**src/rtl/core/vtdc_pkg.sv**
```systemverilog
// Shared types, Verhoeff tables and codes for the twelve-digit checker.
`timescale 1ns / 1ps

package vtdc_pkg;

    localparam int unsigned CountWidth = 4;
    localparam int unsigned CheckWidth = 4;
    localparam int unsigned CharWidth  = 8;

    typedef enum logic [2:0] {
        REASON_OK       = 3'd0,
        REASON_CHECKSUM = 3'd1,
        REASON_SHORT    = 3'd2,
        REASON_BAD_CHAR = 3'd3,
        REASON_EXTRA    = 3'd4
    } reason_t;

    // Running state of the string currently being checked.
    typedef struct packed {
        logic [CountWidth-1:0] count;
        logic [CheckWidth-1:0] check;
        reason_t               err;
    } chk_state_t;

    // One result, produced when the terminating NUL is processed.
    typedef struct packed {
        logic    fire;
        logic    is_valid;
        reason_t reason;
    } chk_result_t;

    localparam chk_state_t StateReset = '{count: '0, check: '0, err: REASON_OK};

    localparam logic [3:0] D5Mul [10][10] = '{
        '{4'd0, 4'd1, 4'd2, 4'd3, 4'd4, 4'd5, 4'd6, 4'd7, 4'd8, 4'd9},
        '{4'd1, 4'd2, 4'd3, 4'd4, 4'd0, 4'd6, 4'd7, 4'd8, 4'd9, 4'd5},
        '{4'd2, 4'd3, 4'd4, 4'd0, 4'd1, 4'd7, 4'd8, 4'd9, 4'd5, 4'd6},
        '{4'd3, 4'd4, 4'd0, 4'd1, 4'd2, 4'd8, 4'd9, 4'd5, 4'd6, 4'd7},
        '{4'd4, 4'd0, 4'd1, 4'd2, 4'd3, 4'd9, 4'd5, 4'd6, 4'd7, 4'd8},
        '{4'd5, 4'd9, 4'd8, 4'd7, 4'd6, 4'd0, 4'd4, 4'd3, 4'd2, 4'd1},
        '{4'd6, 4'd5, 4'd9, 4'd8, 4'd7, 4'd1, 4'd0, 4'd4, 4'd3, 4'd2},
        '{4'd7, 4'd6, 4'd5, 4'd9, 4'd8, 4'd2, 4'd1, 4'd0, 4'd4, 4'd3},
        '{4'd8, 4'd7, 4'd6, 4'd5, 4'd9, 4'd3, 4'd2, 4'd1, 4'd0, 4'd4},
        '{4'd9, 4'd8, 4'd7, 4'd6, 4'd5, 4'd4, 4'd3, 4'd2, 4'd1, 4'd0}
    };

    localparam logic [3:0] D5Perm [8][10] = '{
        '{4'd0, 4'd1, 4'd2, 4'd3, 4'd4, 4'd5, 4'd6, 4'd7, 4'd8, 4'd9},
        '{4'd1, 4'd5, 4'd7, 4'd6, 4'd2, 4'd8, 4'd3, 4'd0, 4'd9, 4'd4},
        '{4'd5, 4'd8, 4'd0, 4'd3, 4'd7, 4'd9, 4'd6, 4'd1, 4'd4, 4'd2},
        '{4'd8, 4'd9, 4'd1, 4'd6, 4'd0, 4'd4, 4'd3, 4'd5, 4'd2, 4'd7},
        '{4'd9, 4'd4, 4'd5, 4'd3, 4'd1, 4'd2, 4'd6, 4'd8, 4'd7, 4'd0},
        '{4'd4, 4'd2, 4'd8, 4'd6, 4'd5, 4'd7, 4'd3, 4'd9, 4'd0, 4'd1},
        '{4'd2, 4'd7, 4'd9, 4'd3, 4'd8, 4'd0, 4'd6, 4'd4, 4'd1, 4'd5},
        '{4'd7, 4'd0, 4'd4, 4'd6, 4'd9, 4'd1, 4'd3, 4'd2, 4'd5, 4'd8}
    };

    // Dihedral group product; operands above nine never occur.
    function automatic logic [3:0] d5_mul(input logic [3:0] a, input logic [3:0] b);
        logic [3:0] r;
        r = 4'd0;
        if (a <= 4'd9 && b <= 4'd9) begin
            r = D5Mul[a][b];
        end
        return r;
    endfunction

    function automatic logic [3:0] d5_perm(input logic [2:0] row, input logic [3:0] dig);
        logic [3:0] r;
        r = 4'd0;
        if (dig <= 4'd9) begin
            r = D5Perm[row][dig];
        end
        return r;
    endfunction

endpackage

```
**src/rtl/core/vtdc_fold.sv**
```systemverilog
// Per-character next-state and result logic of the Verhoeff checker.
`timescale 1ns / 1ps

module vtdc_fold #(
    parameter int unsigned DIGIT_COUNT = 12
) (
    input  logic [vtdc_pkg::CharWidth-1:0] char_byte,
    input  vtdc_pkg::chk_state_t           state_cur,
    output vtdc_pkg::chk_state_t           state_nxt,
    output vtdc_pkg::chk_result_t          result
);
    import vtdc_pkg::*;

    localparam logic [CountWidth-1:0] CountFull = CountWidth'(DIGIT_COUNT);
    localparam logic [CountWidth-1:0] CountLast = CountWidth'(DIGIT_COUNT - 1);

    logic       is_nul;
    logic       is_blank;
    logic       is_digit;
    logic       full;
    logic [2:0] row;
    logic [3:0] term;

    assign is_nul   = (char_byte == 8'd0);
    assign is_blank = (char_byte == 8'd32) || (char_byte >= 8'd9 && char_byte <= 8'd13);
    assign is_digit = (char_byte >= 8'd48) && (char_byte <= 8'd57);
    assign full     = (state_cur.count >= CountFull);
    // Digit k from the left uses permutation row (N-1-k) mod 8.
    assign row      = 3'(CountLast - state_cur.count);
    assign term     = d5_perm(row, char_byte[3:0]);

    always_comb begin
        result.fire     = is_nul;
        result.is_valid = 1'b0;
        result.reason   = REASON_OK;
        if (state_cur.err != REASON_OK) begin
            result.reason = state_cur.err;
        end else if (!full) begin
            result.reason = REASON_SHORT;
        end else if (state_cur.check != 4'd0) begin
            result.reason = REASON_CHECKSUM;
        end
        result.is_valid = (result.reason == REASON_OK);

        state_nxt = state_cur;
        if (is_nul) begin
            state_nxt = StateReset;
        end else if (state_cur.err != REASON_OK) begin
            state_nxt = state_cur;
        end else if (full) begin
            state_nxt.err = REASON_EXTRA;
        end else if (is_blank) begin
            state_nxt = state_cur;
        end else if (is_digit) begin
            state_nxt.check = d5_mul(term, state_cur.check);
            state_nxt.count = state_cur.count + 1'b1;
        end else begin
            state_nxt.err = REASON_BAD_CHAR;
        end
    end

endmodule

```
**config.mk**
```make
export PLATFORM = sky130hd
export DESIGN_NAME = vtdc_fold
export DESIGN_NICKNAME = d
export VERILOG_FILES = /design/src/rtl/core/vtdc_pkg.sv /design/src/rtl/core/vtdc_fold.sv
export SDC_FILE = /design/constraint.sdc
export NUM_CORES = 1
export LEC_CHECK = 0
export BUFFER_PORTS_ARGS = -buffer_cell sky130_fd_sc_hd__buf_2
export CORE_MARGIN = 2
export CORE_UTILIZATION = 31
export DETAILED_ROUTE_END_ITERATION = 6
export PLACE_DENSITY_LB_ADDON = 0.05
export SYNTH_ARGS = -nofsm -noshare
export SYNTH_HDL_FRONTEND = slang
export SYNTH_SLANG_ARGS = --single-unit
export TNS_END_PERCENT = 1
```
**constraint.sdc**
```tcl
create_clock -name vclk -period 6.4
set_input_delay 1.28 -clock vclk [all_inputs]
set_output_delay 1.28 -clock vclk [all_outputs]
set_load 0.02 [all_outputs]
```
==> impl_metrics.json <==
{
  "run_status": "finished, final reports clean",
  "clock.fmax_ghz": 0.1651,
  "drive_above_1_share_pct": 20.13,
  "viasPerCell": 5.914,
  "worst_pin_slew_ps": 694.6,
  "syn_inst": 287,
  "syn_nets": 318,
  "grt_pass1_vias": 2088,
  "power.leakage_nw": 0.7905,
  "p_sw_uw": 110.6,
  "final_nets": 331,
  "grt_pass1_wl_um": 10280,
  "p_seq_share_pct": 0,
  "wl_per_cell_um": 16.73,
  "drtPass1Iterations": 4,
  "grt_use_total_pct": 19.24,
  "power.density_mw_per_mm2": 86.36,
  "drt-total-wl_um": 6241,
  "seq_area_sq_um": 0,
  "first_iter_violations": 103,
  "core_region_area_sq_mm": 0.005851,
  "place.port_buffers": 35,
  "gr-total-overflow": 0,
  "drc_errors": 0,
  "timing_worst_setup_path_type": "input pin to output port",
  "num_antenna_cells": 0,
  "hold_buffers": 0,
  "fin_setup_tns_ps": 0,
  "yosys_warnings": 0,
  "start_kind": "input pin",
  "gp_congestion": 0.7978,
  "yosysSeqAreaShare_pct": 0,
  "clock_power_share_pct": 0,
  "timing.final.crit_period_ps": 6058,
  "final_cell_mix": "35 x buf_2, 29 x nand2_1, 26 x nor2_1, 18 x a21oi_1, 18 x o21ai_0",
  "post-route-period-util_pct": 94.66,
  "area_growth_pct": 7.422,
  "power_frac_comb_pct": 100.0,
  "drtAntennaViolNets": 0,
  "rows": 28,
  "finalSetupViolations": 0,
  "rsz0062_at_grt": "no",
  "peakVddDrop_mv": 0.03169,
  "cp_max_fo": 13,
  "vias": 2206,
  "postCtsResizedCells": 0,
  "swShare_pct": 64.29,
  "hp-class": "input pin to output port",
  "drv_cap": 0,
  "syn-cell-area_sq_mm": 0.001854,
  "final_common_cell": "buf_2",
  "hold_viol": 0,
  "drv_slew": 0,
  "die_y_um": 81.34,
  "setup.worst_path.start": "state_cur[7]",
  "antenna_found_initial": 0,
  "clkbuf_count": 0,
  "intPower_uw": 61.43,
  "synth_cell_types": 70,
  "relSlewSlack_pct": 53.69,
  "hpwl_um": 4687,
  "ios": 35,
  "post_cts_buffers": 0,
  "holdWs_ps": 2815,
  "crit_path_end": "state_nxt[5]",
  "cp-end-kind": "output port",
  "cp.arrival_ps": 4780,
  "initial_core_util_pct": 31.69,
  "avgSynthCellArea_sq_um": 6.461,
  "die_area_sq_mm": 0.006616,
  "cp.required_ps": 5120,
  "grt_max_degree": 37,
  "flops_and_latches": 0,
  "die_w_um": 81.34
}
## cells by family (layout without fill, tap and decap cells)
| logic type | after synthesis | after routing | share of synthesized area (%) |
|---|---|---|---|
| muxes | 6 | 6 | 3.509 |
| xor gates and xnor gates | 3 | 3 | 1.417 |
| adders and majority gates | 12 | 12 | 8.097 |
| and+or+nand+nor | 126 | 126 | 36.37 |
| AOI/OAI and AO/OA | 100 | 100 | 39.34 |
| buffers and inverters | 40 | 51 | 11.27 |
## cell type report
class	count	area, sq um
multi-input combinational	247	1645
fill	654	3859
tap	75	93.84
timing repair buffer	39	205.2
inverter	12	47.55
## per-stage QoR
| stage | std cells | area, sq um | power [mW] | util [%] | worst slack [ps] |
|---|---|---|---|---|---|
| after floorplan | 287 | 1854 | 0.1298 | - | 443.4 |
| after global placement | 373 | 1992 | 0.1749 | 34.05 | 381.1 |
| after detailed placement | 373 | 1992 | 0.1700 | 34.05 | 358.7 |
| after CTS | 373 | 1992 | 0.1706 | 34.05 | 337.3 |
| after global routing | 373 | 1992 | 0.1898 | 34.05 | 124.9 |
| final | 373 | 1992 | 0.1720 | 34.05 | 341.7 |
## per-layer routing
layer  wire length [um]  track usage (%)
met5                  0                0
met4                194            7.288
met3                232           0.5556
met2               3144            34.51
met1               2669            24.21
## worst min path at each step
stage / cells after the start / slack [ps] / from / endpoint
after floorplan: 1 / 2700 / state_cur[2] / result[2]
after global placement: 2 / 2820 / state_cur[2] / result[2]
after detailed placement: 2 / 2820 / state_cur[2] / result[2]
after CTS: 2 / 2820 / state_cur[2] / result[2]
after global routing: 2 / 2830 / state_cur[2] / result[2]
final: 2 / 2820 / state_cur[2] / result[2]
## synthesized netlist by cell type (all sizes together) (2+ instances only)
cell type	n	area, sq um
a211o	3	27.53
a211oi	5	37.54
a21boi	3	22.52
a21o	2	15.01
a21oi	20	107.6
a311o	2	20.02
a31oi	4	25.02
and2	10	66.32
and4	2	17.52
buf	20	127.6
clkbuf	8	33.79
ha	12	150.1
inv	12	47.55
mux2i	5	50.05
nand2	30	115.1
nand2b	7	43.79
nand3	11	67.57
nand4b	2	17.52
nor2	27	108.9
nor2b	8	50.05
nor3	10	50.05
nor3b	3	22.52
nor4	6	37.54
o211ai	9	67.56
o21ai	18	90.09
o21ba	2	20.02
o21bai	2	15.01
o221ai	3	32.53
o311ai	2	17.52
o31ai	9	81.33
o32ai	2	17.52
or2	3	18.77
or3	2	12.51
xnor2	3	26.28
## worst max-delay path, cell delays in order
cell and delay [ps]:
buf_2 200, inv_1 120, ha_1 420, xnor2_1 240
mux2_4 320, or4_4 490, nand3_4 180, inv_4 90
ha_1 210, o311ai_0 350, o2111ai_1 210, a221o_1 380
a21oi_2 110, buf_2 170
## power groups by stage
stage | sequential [mW] | clock [mW] | combinational (mW)
3_3_place_gp | 0 | 0 | 0.175
3_5_place_dp | 0 | 0 | 0.170
6_report | 0 | 0 | 0.172
5_1_grt | 0 | 0 | 0.190
4_1_cts | 0 | 0 | 0.171
2_1_floorplan | 0 | 0 | 0.130
Note: power is estimated with default switching activity, not from simulation.
